`src/design/vhs_pkg.sv`:
```
`timescale 1ns / 1ps
// ----------------------------------------------------------------------------
// vhs_pkg
// shared types, codes and constants of the voxel history statistics block
// ----------------------------------------------------------------------------
package vhs_pkg;

  localparam int unsigned CMD_W  = 3;
  localparam int unsigned IDX_W  = 12;
  localparam int unsigned AMT_W  = 24;
  localparam int unsigned EVT_W  = 32;
  localparam int unsigned SUM_W  = 48;
  localparam int unsigned SQ_W   = 64;
  localparam int unsigned PEND_W = 32;
  localparam int unsigned UNC_W  = 24;
  localparam int unsigned CNT_W  = 6;

  localparam logic [UNC_W-1:0] UNC_ONE = 24'h010000;
  localparam logic [UNC_W-1:0] UNC_MAX = 24'hFFFFFF;

  // step counts minus one for the iterative units
  localparam logic [CNT_W-1:0] CNT_MUL_S = 6'(SUM_W - 1);
  localparam logic [CNT_W-1:0] CNT_MUL_N = 6'(EVT_W - 1);
  localparam logic [CNT_W-1:0] CNT_DIV   = 6'(SUM_W - 1);
  localparam logic [CNT_W-1:0] CNT_SQRT  = 6'(UNC_W - 1);

  typedef enum logic [CMD_W-1:0] {
    CMD_RESET      = 3'd0,
    CMD_SET        = 3'd1,
    CMD_ADD        = 3'd2,
    CMD_ADD_TEMP   = 3'd3,
    CMD_ADD_UPDATE = 3'd4,
    CMD_READ       = 3'd5,
    CMD_REPORT     = 3'd6
  } vhs_cmd_e;

  typedef struct packed {
    logic [CMD_W-1:0] command;
    logic [IDX_W-1:0] index;
    logic [AMT_W-1:0] amount;
    logic [EVT_W-1:0] event_count;
  } vhs_item_t;

  typedef struct packed {
    logic [SUM_W-1:0] value_out;
    logic [SQ_W-1:0]  squared_out;
    logic [UNC_W-1:0] uncertainty;
    logic             fallback;
    logic             saturated;
  } vhs_result_t;

  typedef struct packed {
    logic [SUM_W-1:0]  sum_v;
    logic [SQ_W-1:0]   square_v;
    logic [PEND_W-1:0] pending_v;
  } vhs_entry_t;

  typedef enum logic [3:0] {
    OP_NONE,
    OP_CLEAR,
    OP_ACCEPT,
    OP_SQR,
    OP_EXEC,
    OP_EMIT_FB,
    OP_MUL1_LD,
    OP_MUL_STEP,
    OP_MUL2_LD,
    OP_EMIT_ZERO,
    OP_MUL3_LD,
    OP_EMIT_SAT,
    OP_DIV_LD,
    OP_DIV_STEP,
    OP_SQRT_STEP,
    OP_EMIT_UNC
  } vhs_op_e;

  typedef struct packed {
    vhs_op_e op;
  } vhs_ctl_t;

  typedef struct packed {
    logic in_ok;
    logic need_sqr;
    logic rep_track;
    logic zero_case;
    logic a_gt;
    logic div_sat;
    logic clr_done;
  } vhs_sts_t;

endpackage

```
`src/design/vhs_ctrl.sv`:
```
`timescale 1ns / 1ps
// ----------------------------------------------------------------------------
// vhs_ctrl
// sequencer: clearing pass, command execution and the report arithmetic steps
// ----------------------------------------------------------------------------
module vhs_ctrl (
  input  logic              clk_i,
  input  logic              rst_ni,
  input  logic              start,
  output logic              busy,
  input  vhs_pkg::vhs_sts_t sts_i,
  output vhs_pkg::vhs_ctl_t ctl_o
);
  import vhs_pkg::*;

  typedef enum logic [12:0] {
    S_CLEAR = 13'b0000000000001,
    S_IDLE  = 13'b0000000000010,
    S_SQR   = 13'b0000000000100,
    S_EXEC  = 13'b0000000001000,
    S_UCHK  = 13'b0000000010000,
    S_MUL1  = 13'b0000000100000,
    S_LD2   = 13'b0000001000000,
    S_MUL2  = 13'b0000010000000,
    S_RCHK  = 13'b0000100000000,
    S_MUL3  = 13'b0001000000000,
    S_DCHK  = 13'b0010000000000,
    S_DIV   = 13'b0100000000000,
    S_SQRT  = 13'b1000000000000
  } state_e;

  state_e           state_q, state_d;
  logic [CNT_W-1:0] cnt_q, cnt_d;
  logic             fin_q, fin_d;
  logic             cnt_zero;

  assign cnt_zero = (cnt_q == '0);

  always_comb begin
    state_d   = state_q;
    cnt_d     = cnt_q;
    fin_d     = 1'b0;
    ctl_o.op  = OP_NONE;
    if (fin_q) begin
      // last sqrt step done, hand out the result
      ctl_o.op = OP_EMIT_UNC;
    end
    unique case (state_q)
      S_CLEAR: begin
        ctl_o.op = OP_CLEAR;
        if (sts_i.clr_done) begin
          state_d = S_IDLE;
        end
      end
      S_IDLE: begin
        if (start && !fin_q) begin
          ctl_o.op = OP_ACCEPT;
          if (sts_i.in_ok) begin
            state_d = sts_i.need_sqr ? S_SQR : S_EXEC;
          end
        end
      end
      S_SQR: begin
        ctl_o.op = OP_SQR;
        state_d  = S_EXEC;
      end
      S_EXEC: begin
        ctl_o.op = OP_EXEC;
        state_d  = sts_i.rep_track ? S_UCHK : S_IDLE;
      end
      S_UCHK: begin
        if (sts_i.zero_case) begin
          ctl_o.op = OP_EMIT_FB;
          state_d  = S_IDLE;
        end else begin
          ctl_o.op = OP_MUL1_LD;
          cnt_d    = CNT_MUL_S;
          state_d  = S_MUL1;
        end
      end
      S_MUL1: begin
        ctl_o.op = OP_MUL_STEP;
        cnt_d    = cnt_q - 6'd1;
        if (cnt_zero) begin
          state_d = S_LD2;
        end
      end
      S_LD2: begin
        ctl_o.op = OP_MUL2_LD;
        cnt_d    = CNT_MUL_N;
        state_d  = S_MUL2;
      end
      S_MUL2: begin
        ctl_o.op = OP_MUL_STEP;
        cnt_d    = cnt_q - 6'd1;
        if (cnt_zero) begin
          state_d = S_RCHK;
        end
      end
      S_RCHK: begin
        if (!sts_i.a_gt) begin
          ctl_o.op = OP_EMIT_ZERO;
          state_d  = S_IDLE;
        end else begin
          ctl_o.op = OP_MUL3_LD;
          cnt_d    = CNT_MUL_N;
          state_d  = S_MUL3;
        end
      end
      S_MUL3: begin
        ctl_o.op = OP_MUL_STEP;
        cnt_d    = cnt_q - 6'd1;
        if (cnt_zero) begin
          state_d = S_DCHK;
        end
      end
      S_DCHK: begin
        if (sts_i.div_sat) begin
          ctl_o.op = OP_EMIT_SAT;
          state_d  = S_IDLE;
        end else begin
          ctl_o.op = OP_DIV_LD;
          cnt_d    = CNT_DIV;
          state_d  = S_DIV;
        end
      end
      S_DIV: begin
        ctl_o.op = OP_DIV_STEP;
        cnt_d    = cnt_q - 6'd1;
        if (cnt_zero) begin
          cnt_d   = CNT_SQRT;
          state_d = S_SQRT;
        end
      end
      S_SQRT: begin
        ctl_o.op = OP_SQRT_STEP;
        cnt_d    = cnt_q - 6'd1;
        if (cnt_zero) begin
          fin_d   = 1'b1;
          state_d = S_IDLE;
        end
      end
      default: begin
        state_d = S_IDLE;
      end
    endcase
  end

  // busy also covers the cycle in which the report result is emitted
  assign busy = (state_q != S_IDLE) || fin_q;

  always_ff @(posedge clk_i or negedge rst_ni) begin
    if (!rst_ni) begin
      state_q <= S_CLEAR;
      cnt_q   <= '0;
      fin_q   <= 1'b0;
    end else begin
      state_q <= state_d;
      cnt_q   <= cnt_d;
      fin_q   <= fin_d;
    end
  end

  a_bad_item_stays_idle: assert property (@(posedge clk_i) disable iff (!rst_ni)
    (state_q == S_IDLE && start && !fin_q && !sts_i.in_ok) |=> state_q == S_IDLE)
    else $error("unused command or index left idle");

  a_div_to_sqrt: assert property (@(posedge clk_i) disable iff (!rst_ni)
    (state_q == S_DIV && cnt_zero) |=> (state_q == S_SQRT && cnt_q == CNT_SQRT))
    else $error("sqrt not started after divide");

  a_fin_after_sqrt: assert property (@(posedge clk_i) disable iff (!rst_ni)
    fin_q |-> ($past(state_q) == S_SQRT && state_q == S_IDLE))
    else $error("report emit out of sequence");

endmodule

```
`config.mk`:
```
export PLATFORM = sky130hd
export DESIGN_NAME = vhs_ctrl
export DESIGN_NICKNAME = d
export VERILOG_FILES = /design/src/design/vhs_pkg.sv /design/src/design/vhs_ctrl.sv
export SDC_FILE = /design/constraint.sdc
export NUM_CORES = 1
export LEC_CHECK = 0
export CORE_MARGIN = 1
export CORE_UTILIZATION = 55
export DETAILED_ROUTE_END_ITERATION = 10
export DONT_BUFFER_PORTS = 1
export HOLD_SLACK_MARGIN = 0.03
export PLACE_DENSITY = 0.78
export SETUP_SLACK_MARGIN = 0.05
export SLEW_MARGIN = 30
export SYNTH_ARGS = -nofsm -noshare
export SYNTH_HDL_FRONTEND = slang
export SYNTH_SLANG_ARGS = --single-unit
```
`constraint.sdc`:
```
create_clock -name clk_i -period 2.9 [get_ports clk_i]
set_input_delay 0.435 -clock clk_i [delete_from_list [all_inputs] [get_ports clk_i]]
set_output_delay 0.435 -clock clk_i [all_outputs]
set_load 0.01 [all_outputs]
```
==> impl_metrics.toml, run 1 <==
[synthesis]
synth_seq_cells = 20
ys_async_sr_fraction_pct = 100
yosysWarnings = 0
synthesis.area_sq_um = 1510
synth_cell_types = 48
synth_top_area_share_pct = 31.6
syn_avg_cell_area_sq_um = 8.32
synth-main-ff-cell = "dfrtp_1"
synth-edff-count = 0
synth_area_leaders = "dfrtp_1 (32%), nor2_1 (4.2%), o21ai_1 (4.0%)"
syn_inst = 181
ys_seq_area_share_pct = 33.3
synth.largest_area_cell = "dfrtp_1"
synth_fp_nets = 192

[layout]
antenna_cells = 0
layout.nets = 203
area_growth_pct = 12.1
final_cell_mix = "nor2_1 (16), buf_4 (15), o21ai_1 (12), dfrtp_1 (12), inv_1 (10)"
layout_commonest_cell = "nor2_1"
drive_gt1_share_pct = 20.4

[drt]
via_count = 1465
first_iter_violations = 80
wl_per_cell_microns = 17.8
wl_microns = 3930
vias_per_cell = 6.63
drc = 0
drt-pass1-iter-count = 4
antenna_left = 0

[placement]
post-place-ws_ps = 305
dp_hpwl_microns = 2800
port_buffers = 0
routabilityCongestion = 0.857

[floorplanning]
ios = 15
dieArea_sq_um = 2950
rows = 18
start_util_pct = 59.7
die_w_microns = 54.3
die_y_microns = 54.3
coreArea_sq_um = 2520

[timing]
hold_viol_final = 0
setup_slack_ps = 133
fmaxAchievable_ghz = 0.361
finalClockSkew_ps = 1.25
tightest_slew_ps = 505
setup_viol = 0
slew_headroom_pct = 65.9
tns_ps = 0
rsz0062_at_grt = "false"
fin_crit_ps = 2770
slew_violations = 0
finalCritPeriodShare_pct = 95.4

[clocking]
cts_tree = "built"
cts_made_buffers = 3
clkSinkCount = 20
root_buffer = "clkbuf_4"
clkSlewWorstSetupHoldPaths_ps = 110
insertion_delay_ps = 310
htreeDepth = 1
cts.path.max_buffers = 2

[global_route]
antenna_found_initial = 0
grt_pass1_vias = 1293
grt_pass1_wl_microns = 5730
grt_max_degree = 21
grtUsageTotal_pct = 27.3
grt-ovfl-total = 0

[worst_setup_path]
worstPathMaxFanout = 7
r2r_slack_ps = 510
start_kind = "flip-flop"
regToRegStartpoint = "state_q[2]$_DFFE_PN0P_"
r2r-end = "cnt_q[2]$_DFFE_PN0P_"
cp_data_required_time_ps = 2470
rr_worst_depth = 6
crit_path_end_kind = "output pin"
critical_path_class = "reg -> out"
critPathArrivalTime_ps = 2330

[run_status]
status = "completed"

[pwr]
p_per_area_nw_per_um2 = 624
max-vdd-ir-drop_mv = 0.662
leakage_nw = 0.751

[run]
cap_viol_max_count = 0

[worst_hold_path]
min_path_type = "in -> async"
critical path, stage by stage (launching register included):
cell and delay (ps):
dfrtp_1 450, or4_4 630, or4_4 540, a2bb2oi_1 200
nand4_1 200
synthesized netlist by cell type, types with 4 or more instances:
cell type and number:
inv_1 10, o21ai_1 12, o21ai_0 4, nor3b_1 5, and3_1 6, a21oi_1 8, nand4_1 4, nor4_1 5
xnor2_1 4, or4_1 8, nand3_1 9, nor3_1 7, nand2_1 7, nor2_1 17, dfrtp_1 19, clkbuf_1 8
what timing repair did:
item                                    CTS  global route
hold buffers                              1             0
gates resized for setup                   4            10
pin swaps                                 0             2
hold endpoints to repair                 20             0
endpoints found under the setup margin    2             4
setup buffers                             0             9
worst max-delay path by stage:
stage / startpoint / endpoint / slack, ps / depth (start not counted)
after floorplan: state_q[9]$_DFFE_PN0P_ / ctl_o[0] / 440 / 7
after global placement: state_q[9]$_DFFE_PN0P_ / ctl_o[0] / 370 / 6
after detailed placement: state_q[9]$_DFFE_PN0P_ / ctl_o[0] / 300 / 6
after CTS: state_q[2]$_DFFE_PN0P_ / ctl_o[2] / 40 / 4
after global routing: state_q[7]$_DFFE_PN0P_ / ctl_o[0] / 20 / 6
final: state_q[2]$_DFFE_PN0P_ / ctl_o[2] / 130 / 4
registers in the layout, summed over array words and instances, names as in the netlist:
name     count
fin_q        1
state_q     13
cnt_q        6
metrics by stage:
| step | utilization [%] | hold slack [ps] | cells | total power, mW | instance area (sq um) |
|---|---|---|---|---|---|
| 2_1_floorplan | - | 139 | 181 | 0.752 | 1510 |
| 3_3_place_gp | 61.5 | 140 | 207 | 0.842 | 1550 |
| 3_5_place_dp | 61.5 | 140 | 207 | 0.859 | 1550 |
| 4_1_cts | 63.6 | 222 | 212 | 1.02 | 1610 |
| 5_1_grt | 67.0 | 81.9 | 221 | 1.12 | 1690 |
| 6_report | 67.0 | 55.4 | 221 | 1.05 | 1690 |
report_power, final:
group	total, mW	switching, mW	leakage, nW	internal (mW)
Clock	0.143	0.0888	0.0150	0.0538
Sequential	0.389	0.0601	0.248	0.329
Combinational	0.522	0.311	0.488	0.211
Total	1.05	0.460	0.751	0.594
layout make-up:
class,instances,area (sq um)
clock buffers,4,26.3
flip-flops and latches,20,510
inverters,11,41.3
repair buffers,16,118
well taps,30,37.5
fillers,202,833
multi-input cells,140,956
kinds of logic (layout without fill, tap and decap cells):
family / after synthesis / in the layout / share of synthesized area, %
compound gates: 40 / 40 / 19.2
xor+xnor: 7 / 7 / 4.07
fa+ha+maj: 1 / 1 / 0.830
buf+inv: 21 / 31 / 5.32
flops: 20 / 20 / 33.3
mux: 3 / 3 / 1.99
simple gates: 89 / 89 / 35.3
per-layer routing:
layer / track usage (%) / part of all wire [%] / up-vias
met5: 0 / 0 / -
met4: 15.4 / 3.3 / 0
met3: 2.50 / 6.0 / 13
met2: 46.5 / 50 / 71
met1: 33.4 / 41 / 689
li1: - / - / 692
Power figures use the tool's default switching activity.
==> inputs of run 2 (changes only) <==
Settings changed: CORE_ASPECT_RATIO set to 0.5.
==> impl_metrics.toml, run 2 (synthesis results as in run 1) <==
[drt]
first_iter_violations = 128
met2_length_microns = 1620
drc = 0
antenna_left = 0
vias_per_cell = 6.67
drt-pass1-iter-count = 5
highest-signal-layer = "met4"
via_count = 1468
wl_met3_microns = 399
wl_met1_microns = 1750
wl_per_cell_microns = 17.4
wl_microns = 3840

[run]
cap_viol_max_count = 0

[clocking]
root_buffer = "clkbuf_8"
cts.path.max_buffers = 2
htreeDepth = 1
cts_made_buffers = 3
clkSlewWorstSetupHoldPaths_ps = 80
clkSinkCount = 20
insertion_delay_ps = 260
cts_tree = "built"

[timing]
finalCritPeriodShare_pct = 96.1
finalClockSkew_ps = 4.28
slew_violations = 0
tightest_slew_ps = 581
setup_viol = 0
hold_viol_final = 0
slew_headroom_pct = 60.9
fmaxAchievable_ghz = 0.359
tns_ps = 0
fin_crit_ps = 2790
rsz0062_at_grt = "false"

[pwr]
p_clk_share_pct = 17.4
switchingPower_mw = 0.465
leakage_nw = 0.735
p_int_mw = 0.630
max-vdd-ir-drop_mv = 0.331
power.share.sequential_pct = 35.7
pwr-share-comb_pct = 46.9
p_per_area_nw_per_um2 = 661
swShare_pct = 42.5

[global_route]
grt_pass1_wl_microns = 6060
grt_pass1_vias = 1225
grt-ovfl-total = 0
grt_max_degree = 21
grtUsageTotal_pct = 28.0
antenna_found_initial = 0

[worst_setup_path]
cp_slowest_cell = "or4_4"
cp_data_required_time_ps = 2470
regToRegStartpoint = "state_q[11]$_DFFE_PN0P_"
start_kind = "flip-flop"
r2r-end = "state_q[2]$_DFFE_PN0P_"
rr_worst_depth = 6
r2r_slack_ps = 350
critical_path_class = "reg -> out"
slowest_delay_ps = 570
crit_chain = "or4_4, nor3_4, nand2_1, and3_1, a21oi_1, nand4_1"
critPathArrivalTime_ps = 2350
worstPathMaxFanout = 8
crit_path_end_kind = "output pin"

[layout]
final_util_pct = 69.0
top_regs = "state_q: 13 flops, cnt_q: 6 flops, fin_q: 1 flops"
regMostFlops = "state_q"
regArea_sq_um = 504
area_growth_pct = 10.0
final_cell_mix = "dfrtp_1 (17), nor2_1 (16), o21ai_1 (12), inv_1 (10)"
largest_reg_flops = 13
drive_gt1_share_pct = 14.6
fin_area_sq_um = 1660
antenna_cells = 0
layout.nets = 197
multi_input_area_sq_um = 951
layout_commonest_cell = "dfrtp_1"
fillers = 195

[floorplanning]
die_y_microns = 39.0
coreArea_sq_um = 2400
ios = 15
rows = 12
dieArea_sq_um = 2960
start_util_pct = 62.7
die_w_microns = 76.0

[placement]
routabilityCongestion = 0.897
dp_hpwl_microns = 2870
place_area_sq_um = 1570
port_buffers = 0

[worst_hold_path]
min_path_type = "in -> async"

[run_status]
status = "completed"
==> run 2: cell types whose count changed in the layout (fill, tap and decap cells not counted), moves of 3 or more <==
| cell | delta |
|---|---|
| clkbuf_4 | -3 |
| clkbuf_8 | +3 |
| buf_4 | -6 |
| dfrtp_1 | +5 |
| dfrtp_2 | -5 |
==> run 2: worst max-delay path by stage <==
stage	end	from	depth (start not counted)	slack, ps
floorplan	ctl_o[0]	state_q[9]$_DFFE_PN0P_	7	440
global placement	ctl_o[0]	state_q[10]$_DFFE_PN0P_	6	400
detailed placement	ctl_o[0]	state_q[10]$_DFFE_PN0P_	6	320
CTS	ctl_o[0]	state_q[10]$_DFFE_PN0P_	6	90
global route	ctl_o[0]	state_q[7]$_DFFE_PN0P_	6	50
finish	ctl_o[0]	state_q[4]$_DFFE_PN0P_	6	110
==> run 2: worst max-delay path: cells and delay by family, from the launching register on <==
family	cells	cell delay, ps
compound gates	1	180
flops	1	510
simple gates	5	1410
==> run 2: timing repair <==
item,CTS,global route
pin swaps,0,3
hold buffers,1,0
setup buffers,0,1
hold endpoints to repair,20,0
endpoints found under the setup margin,1,3
gates resized for setup,2,6
==> run 2: final cells by class <==
cell class	instances	area share, %
clock buffers	4	2.72
inverters	11	2.49
multi-input cells	140	57.4
flip-flops and latches	20	30.4
well taps	35	2.64
repair buffers	10	4.38
==> run 2: through the flow <==
stage / std cells / power (mW) / worst slack, ps / hold slack, ps
after floorplan: 181 / 0.752 / 444 / 139
after global placement: 214 / 0.848 / 399 / 140
after detailed placement: 214 / 0.861 / 316 / 140
after CTS: 219 / 1.06 / 94.9 / 281
after global routing: 220 / 1.17 / 45.4 / 147
final: 220 / 1.10 / 113 / 118
==> run 2: power by group through the flow <==
stage	registers, mW	logic, mW	clock network, mW
2_1_floorplan	0.372	0.380	0
3_3_place_gp	0.388	0.460	0
3_5_place_dp	0.391	0.470	0
4_1_cts	0.387	0.484	0.194
5_1_grt	0.399	0.560	0.208
6_report	0.391	0.514	0.190
==> run 2: metal layers <==
metal	vias up	GRT usage, %
met3	16	6.12
met4	0	5.77
met5	-	0
met1	683	38.3
met2	91	46.4
li1	678	-
